**src/rtl/gcd_pkg.sv**
```systemverilog
// Shared widths, constants, types and the arctangent table for the great-circle distance core.
package gcd_pkg;

	localparam int CORDIC_STEPS_DEF = 24;

	localparam int LAT_W    = 31;
	localparam int LON_W    = 32;
	localparam int RADIUS_W = 25;
	localparam int DIST_W   = 27;

	localparam int ANG_W = 34;   // angles in half-ticks of 1e-7 degree
	localparam int CW    = 34;   // CORDIC datapath, Q2.30 with headroom
	localparam int VAL_W = 32;   // clamped sine or cosine, Q2.30
	localparam int SQ_W  = 62;   // square-root remainder and partial root
	localparam int REM_W = 64;   // division remainder
	localparam int HV_W  = 31;   // haversine term and roots, 0 .. 2^30

	localparam logic signed [ANG_W-1:0] FULL_TURN    = 34'sd7200000000;
	localparam logic signed [ANG_W-1:0] HALF_TURN    = 34'sd3600000000;
	localparam logic signed [ANG_W-1:0] QUARTER_TURN = 34'sd1800000000;
	localparam logic signed [ANG_W-1:0] TURN_3Q      = 34'sd5400000000;

	localparam logic [31:0] RAD_SCALE = 32'd4024455254;
	localparam logic signed [CW-1:0] CORDIC_KINV = 34'sd652032874;
	localparam int ONE_Q30 = 1073741824;
	localparam int HALF_Q30_LSB = 536870912;

	localparam logic [RADIUS_W-1:0] RADIUS_RESET = 25'd6371000;
	localparam logic [DIST_W-1:0]   DIST_MAX     = 27'd134217727;

	typedef struct packed {
		logic signed [CW-1:0] z;
		logic                 neg;
		logic                 xpos;
	} div_side_t;

	// atan(2^-i) in Q2.30
	function automatic logic signed [CW-1:0] atan_entry(input int i);
		logic signed [CW-1:0] r;
		case (i)
			0: r = 34'sd843314857;
			1: r = 34'sd497837829;
			2: r = 34'sd263043837;
			3: r = 34'sd133525159;
			4: r = 34'sd67021687;
			5: r = 34'sd33543516;
			6: r = 34'sd16775851;
			7: r = 34'sd8388437;
			8: r = 34'sd4194283;
			9: r = 34'sd2097149;
			10: r = 34'sd1048576;
			default: begin
				if (i <= 30)
					r = {{(CW-1){1'b0}}, 1'b1} << (30 - i);
				else
					r = '0;
			end
		endcase
		return r;
	endfunction

	// quotient bits needed for the residual correction after the vectoring row
	function automatic int div_bits(input int n);
		return (n >= 24) ? 10 : 34 - n;
	endfunction

endpackage

```
**src/rtl/gcd_sqrt_cell.sv**
```systemverilog
// One digit of a restoring square root: try the current bit, keep or drop it.
module gcd_sqrt_cell #(
	parameter int K = 0
) (
	input  logic                        clk,
	input  logic                        en,
	input  logic [gcd_pkg::SQ_W-1:0]    v,
	input  logic [gcd_pkg::SQ_W-1:0]    r,
	output logic [gcd_pkg::SQ_W-1:0]    v_q,
	output logic [gcd_pkg::SQ_W-1:0]    r_q
);
	localparam int SQ_W = gcd_pkg::SQ_W;
	localparam logic [SQ_W-1:0] BITV = {{(SQ_W-1){1'b0}}, 1'b1} << (2 * K);

	logic [SQ_W-1:0] trial;

	assign trial = r + BITV;

	always_ff @(posedge clk) begin
		if (en) begin
			if (v >= trial) begin
				v_q <= v - trial;
				r_q <= (r >> 1) + BITV;
			end else begin
				v_q <= v;
				r_q <= r >> 1;
			end
		end
	end

endmodule

```
**config.mk**
```make
export PLATFORM = sky130hd
export DESIGN_NAME = gcd_sqrt_cell
export DESIGN_NICKNAME = d
export VERILOG_FILES = /design/src/rtl/gcd_pkg.sv /design/src/rtl/gcd_sqrt_cell.sv
export SDC_FILE = /design/constraint.sdc
export NUM_CORES = 1
export LEC_CHECK = 0
export ABC_AREA = 1
export BUFFER_PORTS_ARGS = -buffer_cell sky130_fd_sc_hd__buf_2
export CORE_ASPECT_RATIO = 1.4
export CORE_MARGIN = 2
export CORE_UTILIZATION = 40
export CTS_BUF_LIST = sky130_fd_sc_hd__clkbuf_4 sky130_fd_sc_hd__clkbuf_8 sky130_fd_sc_hd__clkbuf_16
export DETAILED_ROUTE_END_ITERATION = 16
export PLACE_DENSITY = 0.7
export SYNTH_ARGS = -nofsm -noshare
export SYNTH_HDL_FRONTEND = slang
export SYNTH_SLANG_ARGS = --single-unit
```
**constraint.sdc**
```tcl
create_clock -name clk -period 9.6 [get_ports clk]
set_input_delay 1.92 -clock clk [delete_from_list [all_inputs] [get_ports clk]]
set_output_delay 1.92 -clock clk [all_outputs]
set_load 0.05 [all_outputs]
```
# After elaboration in Yosys (flattened, before gate mapping)
# Index checks and enable logic that the tools add are counted.
dict set report totals {
  register_bits 124
  latch_bits 0
  ramBits 0
  mem_bits_ro 0
  output_inout_bits 124
  n_memories 0
}
dict set report op_classes {
  n_addsub 3
  mul 0
  div 0
  n_lt_le_gt_ge 1
  eq_ne 0
  shift 0
  n_mux 2
  bitwise_logic 0
  reduce_logical 0
}
# cell n
set op_table {}
lappend op_table {{61-bit by 1-bit adder with 62-bit output (second input constant)} 1}
lappend op_table {{62-bit by 1-bit adder with 62-bit output (second input constant)} 1}
lappend op_table {{62-bit >= comparator} 1}
lappend op_table {{62-bit 2-to-1 mux} 1}
lappend op_table {{62-bit subtractor} 1}
lappend op_table {{61-bit 2-to-1 mux} 1}

# Logic depth before layout (Yosys ltp)
dict set report logic_depth {
  word_depth 3
  depth_mapped 27
  mapped_depth_nobuf 26
}

# Worst setup path after synthesis
# No wires, ideal clock.
dict set report synth_path {
  path_type {input to register}
  start {input port r[0] (netlist bit)}
  end {register v_q[13] (netlist bit) (data pin)}
  setup_ps 252
  t_arrival_ps 4799
  path_slack_ps 4549
  cell_stages 26
  path_buffers 2
  path_cell_list {ha_1 > nand2_1 > nor2_2 > inv_2 > nor2_4 > inv_2 > nor2_2 > nand2_1 > nor3_2 > nand2_1 > nor2_1 > xnor2_1 > ha_1 > nand2_1 > inv_2 > nand2_1 > nor3_1 > nand2_1 > a21oi_1 > nor2_1 > nand2_4 > inv_2 > buf_6 > buf_6 > nand2_1 > nand2_1}
}
dict set report synth_via {
  elab_chain_cells 3
  word_cells_on_any_way 4
  cone_classes {2 x add/sub; 1 x order compare; 1 x mux}
}
# item line
set synth_rtl {}
lappend synth_rtl {{start, declared} gcd_sqrt_cell.sv:8} ;# input logic [gcd_pkg::SQ_W-1:0] r,
lappend synth_rtl {{62-bit by 1-bit adder with 62-bit output (*)} gcd_sqrt_cell.sv:17} ;# assign trial = r + BITV;
lappend synth_rtl {{62-bit subtractor / 62-bit >= comparator (equally long branches)} {gcd_sqrt_cell.sv:22, gcd_sqrt_cell.sv:21}}
lappend synth_rtl {{62-bit 2-to-1 mux (*)} gcd_sqrt_cell.sv:21} ;# if (v >= trial) begin
lappend synth_rtl {{end signal, assigned} gcd_sqrt_cell.sv:22} ;# v_q <= v - trial;
lappend synth_rtl {{end signal, assigned} gcd_sqrt_cell.sv:25} ;# v_q <= v;
lappend synth_rtl {{end, declared} gcd_sqrt_cell.sv:9} ;# output logic [gcd_pkg::SQ_W-1:0] v_q,
# Every way passes the cells marked *; elsewhere a longest branch is shown, timed or not.
# A chain may end at the register's enable or synchronous reset.

# Worst setup path after layout
dict set report layout_path {
  start {input port r[1] (netlist bit)}
  end {register v_q[45] (netlist bit) (data pin)}
}
# The elaborated chain is that of the path after synthesis.

==> flow_metrics.env <==
export IMPL_run_status="completed"
export IMPL_adder_cell_area_share_of_the_yosys_netlist_pct=5.946
export IMPL_quantity_of_i_o_buffers_inserted_on_ports=249
export IMPL_placement_setup_worst_slack_ns=2.521
export IMPL_synth_simple_gate_area_share_pct=40.39
export IMPL_floorplan_die_area_mm2=0.03603
export IMPL_synthDistinctLibCells=34
export IMPL_post_drt_wl_per_cell_um=20.35
export IMPL_dp_hpwl_um=51940
export IMPL_tightestPinTransition_ns=1.241
export IMPL_fp_dieW_um=161.0
export IMPL_yosys_register_bits=124
export IMPL_cts_tree="yes"
export IMPL_routed_via_count=14879
export IMPL_finalWirelength_um=60590
export IMPL_drt_antenna_violating_nets=0
export IMPL_cts_buffer_depth=2
export IMPL_viasPerCell=4.996
export IMPL_p_leak_uw=0.008713
export IMPL_synth_warning_count=0
export IMPL_min_path_type="primary input to flip-flop"
export IMPL_post_synth_xor_area_fraction_pct=9.200
export IMPL_path_cells="buf_2 > ha_1 > nand3_1 > inv_1 > nand2_1 > nor2_1 > nand2_1 > xor2_1 > o21ai_0 > ha_1 > nand2_1 > nor2_1 > inv_1 > nor2_2 > nand2_1 > nor2_1 > nand2_1 > nand3_1 > nor2_1 > nand2_4 > inv_2 > buf_4 > nand2_1 > nand2_1"
export IMPL_drt_first_iter_violations=1244
export IMPL_finalHoldWorstSlack_ns=1.760
export IMPL_n_diodes=0
export IMPL_place_congestion=1.016
export IMPL_register_area_share_after_synthesis_pct=26.97
export IMPL_synthesis_nets=2462
export IMPL_worstSetupPathType="primary input to flip-flop"
export IMPL_grt_setup_unrepaired="false"
export IMPL_cts_repair_resize_count=0
export IMPL_grt_overflow_total=0
export IMPL_flow_area_growth_from_synthesis_pct=16.22
export IMPL_antenna_found_initial=0
export IMPL_cts_made_buffers=17
export IMPL_post_route_cells_drive_above_1_share_pct=12.50
export IMPL_timing_final_setup_violations=0
export IMPL_crit_family="simple AND/OR/NAND/NOR gates"
export IMPL_fin_crit_sh_pct=69.78
export IMPL_cts_htree_levels=4
export IMPL_max_cap_violations=0
export IMPL_post_cts_setup_buffers=0
export IMPL_path_buf_inv=5
export IMPL_floorplan_io_pins=250
export IMPL_synth_top_area_share_pct=26.97
export IMPL_data_required_critical_path_ns=9.92
export IMPL_slowest_library_cell_on_the_worst_path="o21ai_0"
export IMPL_clk_root_buffer_cell="clkbuf_16"
export IMPL_p_per_area_mw_per_mm2=146.4
export IMPL_period_needed_ns=6.699
export IMPL_report_final_slew_viol_count=0
export IMPL_slew_limit_headroom_pct=16.50
export IMPL_core_area_mm2=0.03403
export IMPL_totalNegativeSetupSlack_ns=0
export IMPL_first_global_vias=14475
export IMPL_fmax_ghz=0.1493
export IMPL_drc=0
export IMPL_grt_pass1_wl_um=87450
export IMPL_synth_compound_gate_area_share_pct=3.807
export IMPL_share_of_cell_area_taken_by_muxes_after_synthesis_pct=0
export IMPL_chipHeight_um=223.8
export IMPL_cts_reportedPaths_clkPinSlew_ns=0.06
export IMPL_peakVddDrop_v=0.0001004
export IMPL_hold_viol_final=0
export IMPL_critical_path_capture_point_type="flip-flop"
export IMPL_largest_family_of_logic_cells_by_synthesized_area="simple AND/OR/NAND/NOR gates"
export IMPL_critPathArrivalTime_ns=7.01
export IMPL_grt_max_degree=178
export IMPL_cts_sinks=124
export IMPL_critPathMaxStageDelay_ns=0.59
export IMPL_finalNetCount=2707
export IMPL_critPathMostFrequentCell="nand2_1"
export IMPL_maximum_fanout_encountered_on_the_critical_timing_path=36
export IMPL_rows=80
export IMPL_crit_path_start_kind="primary input"
export IMPL_largest_cells_by_area_after_synthesis="edfxtp_1 27%, nand2_1 25%, inv_1 12%"
export IMPL_final_core_util_pct=47.14
export IMPL_post_synth_inst_count=2271
export IMPL_starting_density_of_the_core_pct=40.56
export IMPL_final_fill_count=3770
export IMPL_synth_area_per_cell_um2=6.079
export IMPL_post_cts_hold_buffer_count=0
export IMPL_synth_area_mm2=0.01380
export IMPL_final_setup_worst_slack_ns=2.901
export IMPL_synthDominantAreaCellType="edfxtp_1"
export IMPL_grtUsageTotal_pct=33.56
export IMPL_detailedRoute_firstPassIterationCount=5
[placed cells by master, fill, tap and decap left out, types with 6 or more instances in the layout]
cell type,count
nor3_1,42
edfxtp_1,124
nand3_1,122
clkbuf_16,17
o21ai_1,8
o21ai_0,56
ha_1,64
and2_1,6
a21oi_1,38
nand2_1,937
inv_1,434
xor2_1,139
xnor2_1,6
inv_2,7
nor2_2,12
nand2_2,7
nor2_1,179
buf_4,6
nand4_1,34
nand3b_1,9
buf_2,248
[sequential cells by signal (all words and copies together) (netlist names)]
signal  flops
r_q        62
v_q        62
[stage by stage]
stage | power, uW | area, um2 | instances
detailed placement | 1655 | 15440 | 2948
global route | 2460 | 16040 | 2978
CTS | 2356 | 16040 | 2978
floorplan | 1385 | 13800 | 2271
finish | 2349 | 16040 | 2978
global placement | 1649 | 15440 | 2948
[tightest hold or removal path, stage by stage]
cell and delay, ns:
buf_2 0.09, nand2_1 0.05, nand2_1 0.04
[path summary, 6_finish.rpt]
check                 cells after the start       to   from  slack (ns)
worst max-delay path                     24  v_q[45]   r[1]        2.90
worst min-delay path                      3  v_q[19]  v[19]        1.76
[power by group]
part | switching, uW | internal [uW] | total (uW)
registers | 25.2 | 692 | 717
logic | 701 | 231 | 932
clock network | 272 | 429 | 701
[routing by layer]
layer / vias to the layer above / GRT usage, % / share of wire (%)
met5: - / 0 / 0
met4: 0 / 22.78 / 7.5
met3: 142 / 3.370 / 4.5
met2: 523 / 59.89 / 50
met1: 6767 / 37.56 / 38
li1: 7447 / - / -
[area by class of cell]
cell class | instances | area [um2] | share of cell area, %
Clock buffer | 17 | 425.4 | 2.652
Multi-Input combinational cell | 1677 | 8192 | 51.06
Inverter | 441 | 1655 | 10.32
Timing Repair Buffer | 255 | 1306 | 8.142
Clock inverter | 13 | 176.4 | 1.100
Sequential cell | 124 | 3724 | 23.21
Tap cell | 451 | 564.3 | 3.517
[synth_stat cells]
| cell type | number |
|---|---|
| a21oi_1 | 38 |
| and2_1 | 6 |
| and3_1 | 1 |
| buf_2 | 1 |
| buf_4 | 5 |
| buf_6 | 14 |
| clkbuf_1 | 9 |
| edfxtp_1 | 124 |
| fa_1 | 1 |
| ha_1 | 64 |
| inv_1 | 434 |
| inv_2 | 7 |
| nand2_1 | 937 |
| nand2_2 | 7 |
| nand2_4 | 1 |
| nand3_1 | 122 |
| nand3_2 | 1 |
| nand3b_1 | 9 |
| nand4_1 | 34 |
| nor2_1 | 179 |
| nor2_2 | 12 |
| nor2_4 | 2 |
| nor2b_1 | 1 |
| nor3_1 | 42 |
| nor3_2 | 1 |
| nor3_4 | 1 |
| nor3b_1 | 2 |
| nor4_1 | 5 |
| o211ai_1 | 1 |
| o21ai_0 | 56 |
| o21ai_1 | 8 |
| o21bai_1 | 1 |
| xnor2_1 | 6 |
| xor2_1 | 139 |
[kinds of logic after synthesis]
family | count (synthesis)
buffers and inverters | 470
AND/OR/NAND/NOR | 1363
XOR/XNOR | 145
AO/OA/AOI/OAI | 104
adder cells (fa/ha/maj) | 65
flip-flops | 124
Note: power is estimated with default switching activity, not from simulation.
