==> config.mk <==
export PLATFORM = sky130hd
export DESIGN_NAME = gcd_div_cell
export DESIGN_NICKNAME = d
export VERILOG_FILES = /design/src/rtl/gcd_pkg.sv /design/src/rtl/gcd_div_cell.sv
export SDC_FILE = /design/constraint.sdc
export NUM_CORES = 1
export LEC_CHECK = 0
export BUFFER_PORTS_ARGS = -buffer_cell sky130_fd_sc_hd__buf_4
export CAP_MARGIN = 0
export CORE_ASPECT_RATIO = 0.8
export CORE_MARGIN = 8
export CORE_UTILIZATION = 45
export CTS_CLUSTER_SIZE = 16
export DETAILED_ROUTE_END_ITERATION = 10
export PLACE_DENSITY = 0.74
export SYNTH_ARGS = -nofsm -noshare
export SYNTH_HDL_FRONTEND = slang
export SYNTH_SLANG_ARGS = --single-unit
export TNS_END_PERCENT = 5
==> constraint.sdc <==
create_clock -name clk -period 3.12 [get_ports clk]
set_clock_uncertainty 0.15 [all_clocks]
set_input_delay 0.468 -clock clk [delete_from_list [all_inputs] [get_ports clk]]
set_output_delay 0.468 -clock clk [all_outputs]
set_load 0.05 [all_outputs]
==> src/rtl/gcd_pkg.sv <==
// Shared widths, constants, types and the arctangent table for the great-circle distance core.
package gcd_pkg;

	localparam int CORDIC_STEPS_DEF = 24;

	localparam int LAT_W    = 31;
	localparam int LON_W    = 32;
	localparam int RADIUS_W = 25;
	localparam int DIST_W   = 27;

	localparam int ANG_W = 34;   // angles in half-ticks of 1e-7 degree
	localparam int CW    = 34;   // CORDIC datapath, Q2.30 with headroom
	localparam int VAL_W = 32;   // clamped sine or cosine, Q2.30
	localparam int SQ_W  = 62;   // square-root remainder and partial root
	localparam int REM_W = 64;   // division remainder
	localparam int HV_W  = 31;   // haversine term and roots, 0 .. 2^30

	localparam logic signed [ANG_W-1:0] FULL_TURN    = 34'sd7200000000;
	localparam logic signed [ANG_W-1:0] HALF_TURN    = 34'sd3600000000;
	localparam logic signed [ANG_W-1:0] QUARTER_TURN = 34'sd1800000000;
	localparam logic signed [ANG_W-1:0] TURN_3Q      = 34'sd5400000000;

	localparam logic [31:0] RAD_SCALE = 32'd4024455254;
	localparam logic signed [CW-1:0] CORDIC_KINV = 34'sd652032874;
	localparam int ONE_Q30 = 1073741824;
	localparam int HALF_Q30_LSB = 536870912;

	localparam logic [RADIUS_W-1:0] RADIUS_RESET = 25'd6371000;
	localparam logic [DIST_W-1:0]   DIST_MAX     = 27'd134217727;

	typedef struct packed {
		logic signed [CW-1:0] z;
		logic                 neg;
		logic                 xpos;
	} div_side_t;

	// atan(2^-i) in Q2.30
	function automatic logic signed [CW-1:0] atan_entry(input int i);
		logic signed [CW-1:0] r;
		case (i)
			0: r = 34'sd843314857;
			1: r = 34'sd497837829;
			2: r = 34'sd263043837;
			3: r = 34'sd133525159;
			4: r = 34'sd67021687;
			5: r = 34'sd33543516;
			6: r = 34'sd16775851;
			7: r = 34'sd8388437;
			8: r = 34'sd4194283;
			9: r = 34'sd2097149;
			10: r = 34'sd1048576;
			default: begin
				if (i <= 30)
					r = {{(CW-1){1'b0}}, 1'b1} << (30 - i);
				else
					r = '0;
			end
		endcase
		return r;
	endfunction

	// quotient bits needed for the residual correction after the vectoring row
	function automatic int div_bits(input int n);
		return (n >= 24) ? 10 : 34 - n;
	endfunction

endpackage

==> src/rtl/gcd_div_cell.sv <==
// One quotient bit of a restoring divider, carrying the angle and sign alongside.
module gcd_div_cell #(
	parameter int QW = 10,
	parameter int K  = 0
) (
	input  logic                         clk,
	input  logic                         en,
	input  logic [gcd_pkg::REM_W-1:0]    rem,
	input  logic [gcd_pkg::CW-1:0]       d,
	input  logic [QW-1:0]                q,
	input  gcd_pkg::div_side_t           side,
	output logic [gcd_pkg::REM_W-1:0]    rem_q,
	output logic [gcd_pkg::CW-1:0]       d_q,
	output logic [QW-1:0]                q_q,
	output gcd_pkg::div_side_t           side_q
);
	localparam int REM_W = gcd_pkg::REM_W;
	localparam logic [QW-1:0] QBIT = {{(QW-1){1'b0}}, 1'b1} << K;

	logic [REM_W-1:0] dk;

	assign dk = REM_W'(d) << K;

	always_ff @(posedge clk) begin
		if (en) begin
			d_q    <= d;
			side_q <= side;
			if (rem >= dk) begin
				rem_q <= rem - dk;
				q_q   <= q | QBIT;
			end else begin
				rem_q <= rem;
				q_q   <= q;
			end
		end
	end

endmodule

* After elaboration in Yosys (flattened, before gate mapping)
Index checks and enable logic that the tools add are counted.
Storage, ports and cells: flip-flop bits (word level) 144, input bits 146, output and inout port bits 144, word-level logic and storage cells 10
Cells by class: add/sub/neg operators 1, order comparisons 1, muxes and demuxes 1
Operators with widths (number):
- $ge 64x34->1 | 1
- $mux 64 | 1
- $sub 64x34->64 | 1

* Logic depth before layout (Yosys ltp)
Gate-level depths: netlist of the first run.
word-level depth 2, gate-level depth with buffers 12, gate-level depth less buffers 12

* Worst setup path before layout of the first run
Ideal clock, no wire load.
kind in2reg, from in rem[0] (netlist bit), to reg rem_q[34] (netlist bit), data pin, data arrival time 2.763 ns, required time 2.710 ns, slack -0.053 ns, stages 12, cell sequence inv_1 -> ha_1 -> fa_1 -> nand2b_1 -> a21oi_1 -> o21ai_0 -> a21boi_1 -> a21oi_1 -> o41a_1 -> o311ai_1 -> nor2_1 -> xor2_1
On the way: longest elaborated chain between the ends 2
Ends and longest elaborated chain:
- start, declared | line gcd_div_cell.sv:8 | input logic [gcd_pkg::REM_W-1:0] rem,
- $sub 64x34->64 / $ge 64x34->1 (equally long branches) | line gcd_div_cell.sv:29, gcd_div_cell.sv:28
- $mux 64 (*) | line gcd_div_cell.sv:28 | if (rem >= dk) begin
- end signal, assigned | line gcd_div_cell.sv:29 | rem_q <= rem - dk;
- end signal, assigned | line gcd_div_cell.sv:32 | rem_q <= rem;
- end, declared | line gcd_div_cell.sv:12 | output logic [gcd_pkg::REM_W-1:0] rem_q,
Every way passes the cells marked *; elsewhere a longest branch is shown, timed or not. A chain may end at the register's enable or synchronous reset.

* Worst setup path in the final report of the first run
from in rem[8] (netlist bit), to reg rem_q[33] (netlist bit), data pin
The elaborated chain is that of the path after synthesis.

==> results of run 1 <==
-- metrics by stage --
step / utilization / cell area [um^2] / setup WS, ns / setup TNS (ns)
detailed placement: 0.659 / 10900 / -0.382 / -10.90
global route: 0.697 / 11500 / -0.00669 / -0.0135
global placement: 0.659 / 10900 / -0.335 / -9.88
floorplan: - / 7620 / 0.00434 / 0
finish: 0.697 / 11500 / 0.122 / 0
CTS: 0.694 / 11500 / 0.0655 / 0
-- Yosys cell counts (all sizes together), types with 2 or more instances --
| cell type | number | area share |
|---|---|---|
| nor3 | 22 | 0.017 |
| a311oi | 2 | 0.0023 |
| o311ai | 2 | 0.0023 |
| ha | 34 | 0.056 |
| o21ba | 2 | 0.0026 |
| o21a | 3 | 0.0030 |
| a31oi | 6 | 0.0069 |
| nand3 | 13 | 0.0086 |
| nor3b | 2 | 0.0035 |
| xnor2 | 31 | 0.036 |
| a211oi | 3 | 0.0030 |
| or3 | 4 | 0.0033 |
| nor2 | 52 | 0.026 |
| o21bai | 3 | 0.0030 |
| o211ai | 3 | 0.0036 |
| a21o | 13 | 0.013 |
| a21oi | 61 | 0.042 |
| buf | 16 | 0.015 |
| a2111oi | 2 | 0.0039 |
| clkbuf | 9 | 0.0048 |
| and3 | 6 | 0.0056 |
| nand4 | 15 | 0.013 |
| inv | 38 | 0.019 |
| or4 | 7 | 0.0074 |
| xor2 | 29 | 0.033 |
| mux2 | 11 | 0.021 |
| nor4 | 10 | 0.010 |
| nand2b | 6 | 0.0049 |
| nand2 | 39 | 0.019 |
| nor2b | 3 | 0.0025 |
| o21ai | 22 | 0.016 |
| a21boi | 3 | 0.0030 |
| and2 | 3 | 0.0025 |
| edfxtp | 144 | 0.57 |
-- metal layers --
metal / share of wire / vias up
li1: - / 3163
met5: 0 / -
met1: 0.41 / 3098
met4: 0.019 / 0
met3: 0.089 / 32
met2: 0.49 / 285
-- kinds of logic after synthesis --
kind of cell    Yosys count
flops                   144
simple gates            185
compound gates          134
buf+inv                  63
mux                      11
fa+ha+maj                35
xor+xnor                 60
-- flip-flops by register name, summed over array words and instances, names as in the netlist --
register  count
d_q          34
q_q          10
rem_q        64
side_q       36
-- how the worst max path moves through the flow --
stage / slack, ns / endpoint / startpoint / cells past startpoint
6_report: 0.12 / rem_q[33] / rem[8] / 11
5_1_grt: -0.007 / rem_q[34] / rem[0] / 15
4_1_cts: 0.07 / rem_q[34] / rem[0] / 13
3_5_place_dp: -0.38 / rem_q[34] / rem[0] / 13
3_3_place_gp: -0.33 / rem_q[55] / rem[10] / 12
2_1_floorplan: 0.004 / rem_q[41] / rem[0] / 12
-- report_power, final --
part,switching (mW),internal [mW]
clock,0.893,1.14
sequential,0.0567,2.37
combinational,1.23,0.743
total,2.18,4.25
-- cell type report --
type | count | share of cell area
timing repair buffer | 413 | 0.274
clock buffer | 17 | 0.0369
clock inverter | 15 | 0.0145
inverter | 38 | 0.0124
tap | 220 | 0.0239
multi-input combinational | 425 | 0.263
sequential | 144 | 0.375
-- timing repair --
| action | 4_1_cts | 5_1_grt |
|---|---|---|
| setup endpoints to repair | 0 | 19 |
| gates resized for setup | 0 | 7 |
| buffers inserted | 0 | 1 |
==> metrics.txt, run 1 <==
Total GRT Usage 0.216; drt wl/cell 18.5 um; Slowest-stage cell, CP or4_1; Iter 0 DRT Violations 452; CTS max path bufs 2; Cells after DPL 1239; status completed; Final Setup Violations 0; commonest cells after routing, fill and taps aside buf_4, edfxtp_1, a21oi_1, nor2_1, nand2_1; grt met3 use 0.0737; final-layout fill cell count 1251; CP cell instances buf_4 > ha_1 > a21oi_2 > o22ai_1 > and3_1 > nor4_4 > o31ai_1 > or4_1 > a31oi_1 > xnor2_1 > mux2_4; EDFF count, synth 144; Detailed Route WL 23600 um; mux cell area share after synthesis 0.0212; Avg Cell Area, Syn 12.0 um^2; share of layout cells above drive strength 1 0.462; Tcrit/Tclk final 0.961; Synth Area in Adders 0.0585; vias in the first global route 6703; first-pass GRT wire length 36400 um; Yosys reg bits 144; Leak 5.12 nW; area of the multi-input gates 3040 um^2; worst hold path depth 1; most common cell after layout, fill and taps aside buf_4; initial antenna violation count 0; sequential fraction of the synthesis area 0.568; FF+latch area 4320 um^2; Netlist cell types 67; CTS Hold Bufs 0; Post-synth ARST share 0; antenna viol nets, final 0; Crit Path Class input pin to register; CP bufs+invs 1; crit-path max cell delay 0.42 ns; CTS buffer count 17; busiest layer in global routing met2; grt total ovfl 0; crit end category register; drt drc 0; Tmin final 3.00 ns; Ant. Diodes 0; worst slew pin tran 0.480 ns; die footprint 21400 um^2; required time of the critical path 3.15 ns; Synth Area in Simple Gates 0.129; Startpoint Class input pin; TritonCTS sink count 144; Final Slew Violations 0; Vias 6578; post-synthesis xor/xnor area fraction 0.0691; GP Congestion 0.891; I/O Buffers 289; drt first pass iters 6; Via density 5.17; H-tree depth 4; clock slew at reported path FFs 0.07 ns; Hold Path End side_q[27]; max frequency 334 MHz; global routing usage on met1 0.254; Die X 161 um; cell row count 42; final hold vios 0; Syn Nets 813; ys flop type edfxtp_1; min-delay worst type input pin to register; Max-cap violations 0; Synth Area in Compound Gates 0.116; WP data arrival 3.03 ns; root buffer cell clkbuf_16; Peak VDD IR 0.000388 V; initial core utilization 0.460; DP HPWL 19200 um; Crit path max-delay family simple AND/OR/NAND/NOR gates; Ports 290; total power 6.43 mW; Synth Instances 632; power density cells 557 nW/um^2; Placeable Area 16600 um^2; hold_sp side[27]; Nets 1220; largest family of logic cells by synthesized area simple AND/OR/NAND/NOR gates; CTS tree yes; cell area after synthesis 7610 um^2; unrepaired setup endpoints after global routing true; WHS 0.0638 ns; Worst slew margin 0.678; Crit Path Max Fanout 6; Layout Area Growth over Synthesis 51.7%; final non-filler cell total 1272; met2 Use GR 0.366; Warnings, synthesis 0; die height 132 um; largest net degree at the start of global routing 45
(Power assumes the default switching activity.)
==> run 2: changes to the inputs <==
CORE_ASPECT_RATIO = 2   (was 0.8)
TNS_END_PERCENT = 100   (was 5)
==> run 2 against run 1 <==
  * Sequential cell count unchanged
  * Combinational power about the same
  * Final area down 1.2%
  * Total power up 2.5%
  * Clock-buffer cell count up 1
  * Hold slack better by 0.0045 ns
  * Global-route usage about the same
  * Final cell count down 2.1%
==> metrics.txt, run 2 (synthesis gave the netlist of run 1 again) <==
status completed (unchanged); number of flip-flops in the largest register 64 (unchanged); CP cell instances buf_4 > inv_1 > ha_1 > nor2b_1 > o21bai_1 > a21oi_2 > nor4_4 > o31ai_1 > or4_1 > a31oi_1 > xnor2_1 > mux2_4 (was buf_4 > ha_1 > a21oi_2 > o22ai_1 > and3_1 > nor4_4 > o31ai_1 > or4_1 > a31oi_1 > xnor2_1 > mux2_4); register with the most flip-flops rem_q (unchanged); CTS max path bufs 2 (unchanged); Die X 108 um (was 161 um); drt first pass iters 4 (was 6); post-CTS setup buffer count 0 (unchanged); Iter 0 DRT Violations 264 (was 452); first-pass GRT wire length 35600 um (was 36400 um); antenna viol nets, final 0 (unchanged); DP HPWL 19100 um (was 19200 um); Crit Path Max Fanout 3 (was 6); initial core utilization 0.456 (was 0.460); most common cell after layout, fill and taps aside buf_4 (unchanged); Startpoint Class input pin (unchanged); cell row count 67 (was 42); pre-CTS WS -0.328 ns (was -0.382 ns); power density cells 578 nW/um^2 (was 557 nW/um^2); drt drc 0 (unchanged); Cells after DPL 1213 (was 1239); Final Util 0.683 (was 0.697); FF+latch area 4320 um^2 (unchanged); Final Setup Violations 0 (unchanged); largest net degree at the start of global routing 58 (was 45); Crit Path Class input pin to register (unchanged); Via density 5.19 (was 5.17); Vias 6467 (was 6578); Final Slew Violations 0 (unchanged); CTS tree yes (unchanged); Nets 1206 (was 1220); Tmin final 2.99 ns (was 3.00 ns); worst slew pin tran 0.540 ns (was 0.480 ns); GP Congestion 0.880 (was 0.891); Leak 5.03 nW (was 5.12 nW); total power 6.59 mW (was 6.43 mW); Ports 290 (unchanged); crit-path max cell delay 0.44 ns (was 0.42 ns); max frequency 334 MHz (about the same); die footprint 21600 um^2 (was 21400 um^2); drt wl/cell 19.0 um (was 18.5 um); grt total ovfl 0 (unchanged); I/O Buffers 289 (unchanged); WL met1 7510 um (was 9570 um); min-delay worst type input pin to register (unchanged); crit end category register (unchanged); Placed Instance Area 10700 um^2 (was 10900 um^2); initial antenna violation count 0 (unchanged); Layout Area Growth over Synthesis 49.8% (was 51.7%); share of layout cells above drive strength 1 0.450 (was 0.462); Design Area, Final 11400 um^2 (was 11500 um^2); required time of the critical path 3.14 ns (was 3.15 ns); DR top layer met4 (unchanged); Detailed Route WL 23600 um (about the same); Ant. Diodes 0 (unchanged); commonest cells after routing, fill and taps aside buf_4, edfxtp_1, a21oi_1, nor2_1, nand2_1 (unchanged); metal2 WL 13900 um (was 11400 um); clock slew at reported path FFs 0.06 ns (was 0.07 ns); unrepaired setup endpoints after global routing false (was true); WP data arrival 3.02 ns (was 3.03 ns); Placeable Area 16700 um^2 (was 16600 um^2); Peak VDD IR 0.000404 V (was 0.000388 V); final non-filler cell total 1245 (was 1272); root buffer cell clkbuf_16 (unchanged); Tcrit/Tclk final 0.960 (was 0.961); Total GRT Usage 0.216 (about the same); Worst slew margin 0.640 (was 0.678); Routed met3 length 1400 um (was 2100 um); final-layout fill cell count 1279 (was 1251); Slowest-stage cell, CP or4_1 (unchanged); die height 200 um (was 132 um); Largest regs rem_q: 64 flops, side_q: 36 flops, d_q: 34 flops (unchanged); final worst slack 0.126 ns (was 0.122 ns); TritonCTS sink count 144 (unchanged); final hold vios 0 (unchanged); CTS buffer count 17 (unchanged); Max-cap violations 0 (unchanged); H-tree depth 4 (unchanged); CTS Hold Bufs 0 (unchanged); vias in the first global route 6944 (was 6703); area of the multi-input gates 3010 um^2 (was 3040 um^2)
run 2: cell count changes in the layout (fill, tap and decap cells not counted), moves of 2 or more:
| cell | delta |
|---|---|
| buf_12 | -3 |
| buf_4 | -11 |
| bufinv_16 | +3 |
| clkinv_2 | -2 |
| clkinv_8 | -2 |
| clkinvlp_4 | +2 |
| inv_6 | -2 |
run 2: path summary, 6_finish.rpt:
check	start	to	cells past startpoint
worst max-delay path	d[1]	rem_q[33]	12
worst min-delay path	side[2]	side_q[2]	1
run 2: critical path, delay by kind of cell:
kind            cells  cell delay (ns)
compound gates      4             0.80
xor+xnor            1             0.10
fa+ha+maj           1             0.28
buf+inv             2             0.16
mux                 1             0.25
simple gates        3             0.95
run 2: power by group:
group	internal, mW	switching, mW	leakage [nW]	total, mW
combinational	0.734	1.22	3.32	1.95
sequential	2.37	0.0556	1.41	2.42
clock	1.36	0.853	0.303	2.21
total	4.46	2.13	5.03	6.59
run 2: final cells by class:
cell class,instances,area share
well taps,207,0.0227
clock buffers,18,0.0377
multi-input cells,425,0.264
flip-flops and latches,144,0.379
inverters,38,0.0125
clock inverters,14,0.0180
repair buffers,399,0.265
run 2: stage by stage:
stage,setup TNS [ns],hold WS (ns)
2_1_floorplan,0,0.417
3_3_place_gp,-7.01,0.496
3_5_place_dp,-11.08,0.497
4_1_cts,0,0.0493
5_1_grt,0,0.0510
6_report,0,0.0684
run 2: what timing repair did:
item                                   CTS  global route
endpoints found under the hold margin    0             0
gates resized for setup                  0             4
setup endpoints to repair                0            21
run 2: layer usage:
layer / vias up / global-route usage
met3: 50 / 0.0479
met1: 3065 / 0.196
met5: - / 0
met2: 226 / 0.429
li1: 3126 / -
met4: 0 / 0.0994
==> run 3: changes to the inputs <==
PLACE_DENSITY = 0.89   (was 0.74)
==> run 3 against run 2 <==
  * Non-clock buffer count rose by 11
  * Final area rose by 0.63%
  * Clock power fell by 11%
  * Sequential cell count did not move
  * Total power fell by 3.0%
==> metrics.txt, run 3 (synthesis gave the netlist of run 1 again) <==
drt first pass iters 5 (was 4); post-CTS setup buffer count 0 (unchanged); internal power 4.23 mW (was 4.46 mW); clock slew at reported path FFs 0.06 ns (about the same); min-delay worst type input pin to register (unchanged); TritonCTS sink count 144 (unchanged); CTS buffer count 17 (unchanged); number of flip-flops in the largest register 64 (unchanged); Clock power frac 0.307 (was 0.335); Placeable Area 16700 um^2 (unchanged); Die X 108 um (unchanged); power density cells 557 nW/um^2 (was 578 nW/um^2); status completed (unchanged); combinational power share 0.313 (was 0.297); DP HPWL 20300 um (was 19100 um); area of the multi-input gates 3050 um^2 (was 3010 um^2); largest net degree at the start of global routing 56 (was 58); Flop pwr share 0.380 (was 0.368); Ant. Diodes 0 (unchanged); drt wl/cell 19.9 um (was 19.0 um); Iter 0 DRT Violations 280 (was 264); GP Congestion 0.930 (was 0.880); I/O Buffers 289 (unchanged); Layout Area Growth over Synthesis 50.7% (was 49.8%); Sw Share 0.338 (was 0.323); Crit Path Class input pin to register (unchanged); setup_tns 0 ns (unchanged); Tmin final 2.98 ns (was 2.99 ns); CTS tree yes (unchanged); Startpoint Class input pin (unchanged); crit end category register (unchanged); die footprint 21600 um^2 (unchanged); register with the most flip-flops rem_q (unchanged); worst slew pin tran 0.617 ns (was 0.540 ns); H-tree depth 4 (unchanged); Largest regs rem_q: 64 flops, side_q: 36 flops, d_q: 34 flops (unchanged); Peak VDD IR 0.000376 V (was 0.000404 V); CTS max path bufs 2 (unchanged); pre-CTS WS -0.413 ns (was -0.328 ns); Resized cells post-CTS 0 (unchanged); initial core utilization 0.456 (unchanged); Most common cell on crit path buf_4; CP endpoint rem_q[10] (was rem_q[33]); Worst slew margin 0.586 (was 0.640); antenna viol nets, final 0 (unchanged); Worst setup startpoint rem[0] (was d[1]); Placed Instance Area 10900 um^2 (was 10700 um^2); Final Setup Violations 0 (unchanged); Via density 5.27 (was 5.19); grt total ovfl 0 (unchanged); initial antenna violation count 0 (unchanged); final worst slack 0.137 ns (was 0.126 ns); Vias 6625 (was 6467); Design Area, Final 11500 um^2 (was 11400 um^2); first-pass GRT wire length 36900 um (was 35600 um); die height 200 um (unchanged); most common cell after layout, fill and taps aside buf_4 (unchanged); share of layout cells above drive strength 1 0.464 (was 0.450); Tcrit/Tclk final 0.956 (was 0.960); crit-path max cell delay 0.41 ns (was 0.44 ns); Final Slew Violations 0 (unchanged); Ports 290 (unchanged); root buffer cell clkbuf_16 (unchanged); switching power 2.16 mW (was 2.13 mW); Slowest-stage cell, CP fa_1 (was or4_1); drt drc 0 (unchanged); final-layout fill cell count 1239 (was 1279); Crit Path Max Fanout 24 (was 3); WP data arrival 3.01 ns (was 3.02 ns); Max-cap violations 0 (unchanged); Nets 1217 (was 1206); FF+latch area 4320 um^2 (unchanged); final hold vios 0 (unchanged); vias in the first global route 7029 (was 6944); required time of the critical path 3.15 ns (was 3.14 ns); max frequency 335 MHz (was 334 MHz); commonest cells after routing, fill and taps aside buf_4, edfxtp_1, a21oi_1, nor2_1, nand2_1 (unchanged); cell row count 67 (unchanged); Leak 5.06 nW (was 5.03 nW); Total GRT Usage 0.227 (was 0.216); unrepaired setup endpoints after global routing true (was false); CTS Hold Bufs 0 (unchanged); CP cell instances buf_4 > inv_1 > ha_1 > fa_1 > nand2b_1 > a21oi_2 > buf_4 > o21ai_2 > a21oi_2 > nor3b_4 > o21ai_4 > buf_4 > mux2_4 (was buf_4 > inv_1 > ha_1 > nor2b_1 > o21bai_1 > a21oi_2 > nor4_4 > o31ai_1 > or4_1 > a31oi_1 > xnor2_1 > mux2_4); Detailed Route WL 25000 um (was 23600 um)
[run 3: cell count changes in the layout (fill, tap and decap cells not counted), sizes merged]
cell / before / now
buf: 399 / 410
bufinv: 4 / 1
clkinv: 3 / 4
clkinvlp: 2 / 4
[run 3: cell type report]
class,instances,share of cell area
tap,207,0.0226
clock buffer,18,0.0374
inverter,38,0.0124
timing repair buffer,410,0.273
sequential,144,0.377
clock inverter,14,0.0115
multi-input combinational,425,0.266
[run 3: power by group through the flow]
stage / clock network [mW] / logic (mW) / registers, mW
finish: 1.96 / 2.00 / 2.42
global route: 2.04 / 2.10 / 2.44
CTS: 1.98 / 2.00 / 2.43
detailed placement: 0 / 1.99 / 2.47
global placement: 0 / 1.96 / 2.46
floorplan: 0 / 0.486 / 3.14
[run 3: through the flow]
stage	std cells	hold slack [ns]	total power, mW	util
after floorplan	632	0.417	3.63	-
after global placement	1224	0.496	4.42	0.651
after detailed placement	1224	0.497	4.46	0.651
after CTS	1256	0.0515	6.41	0.684
after global routing	1256	0.0518	6.59	0.687
final	1256	0.0695	6.39	0.687
[run 3: worst min path at each step]
| stage | startpoint | endpoint | slack, ns | depth (start not counted) |
|---|---|---|---|---|
| floorplan | d[0] | d_q[0] | 0.42 | 0 |
| global placement | side[16] | side_q[16] | 0.50 | 1 |
| detailed placement | q[4] | q_q[4] | 0.50 | 1 |
| CTS | side[6] | side_q[6] | 0.05 | 1 |
| global route | side[3] | side_q[3] | 0.05 | 1 |
| finish | side[28] | side_q[28] | 0.07 | 1 |
[run 3: worst max-delay path: cells and delay by family]
| family | cells | cell delay [ns] |
|---|---|---|
| AOI/OAI and AO/OA | 4 | 0.68 |
| adders and majority gates | 2 | 0.63 |
| buffers and inverters | 4 | 0.60 |
| muxes | 1 | 0.33 |
| and+or+nand+nor | 2 | 0.29 |
[run 3: layer usage]
layer | GRT usage | vias up | routed length, um
li1 | - | 3151 | -
met1 | 0.208 | 3159 | 8170
met2 | 0.445 | 248 | 14400
met3 | 0.0402 | 67 | 1250
met4 | 0.132 | 0 | 1170
met5 | 0 | - | 0
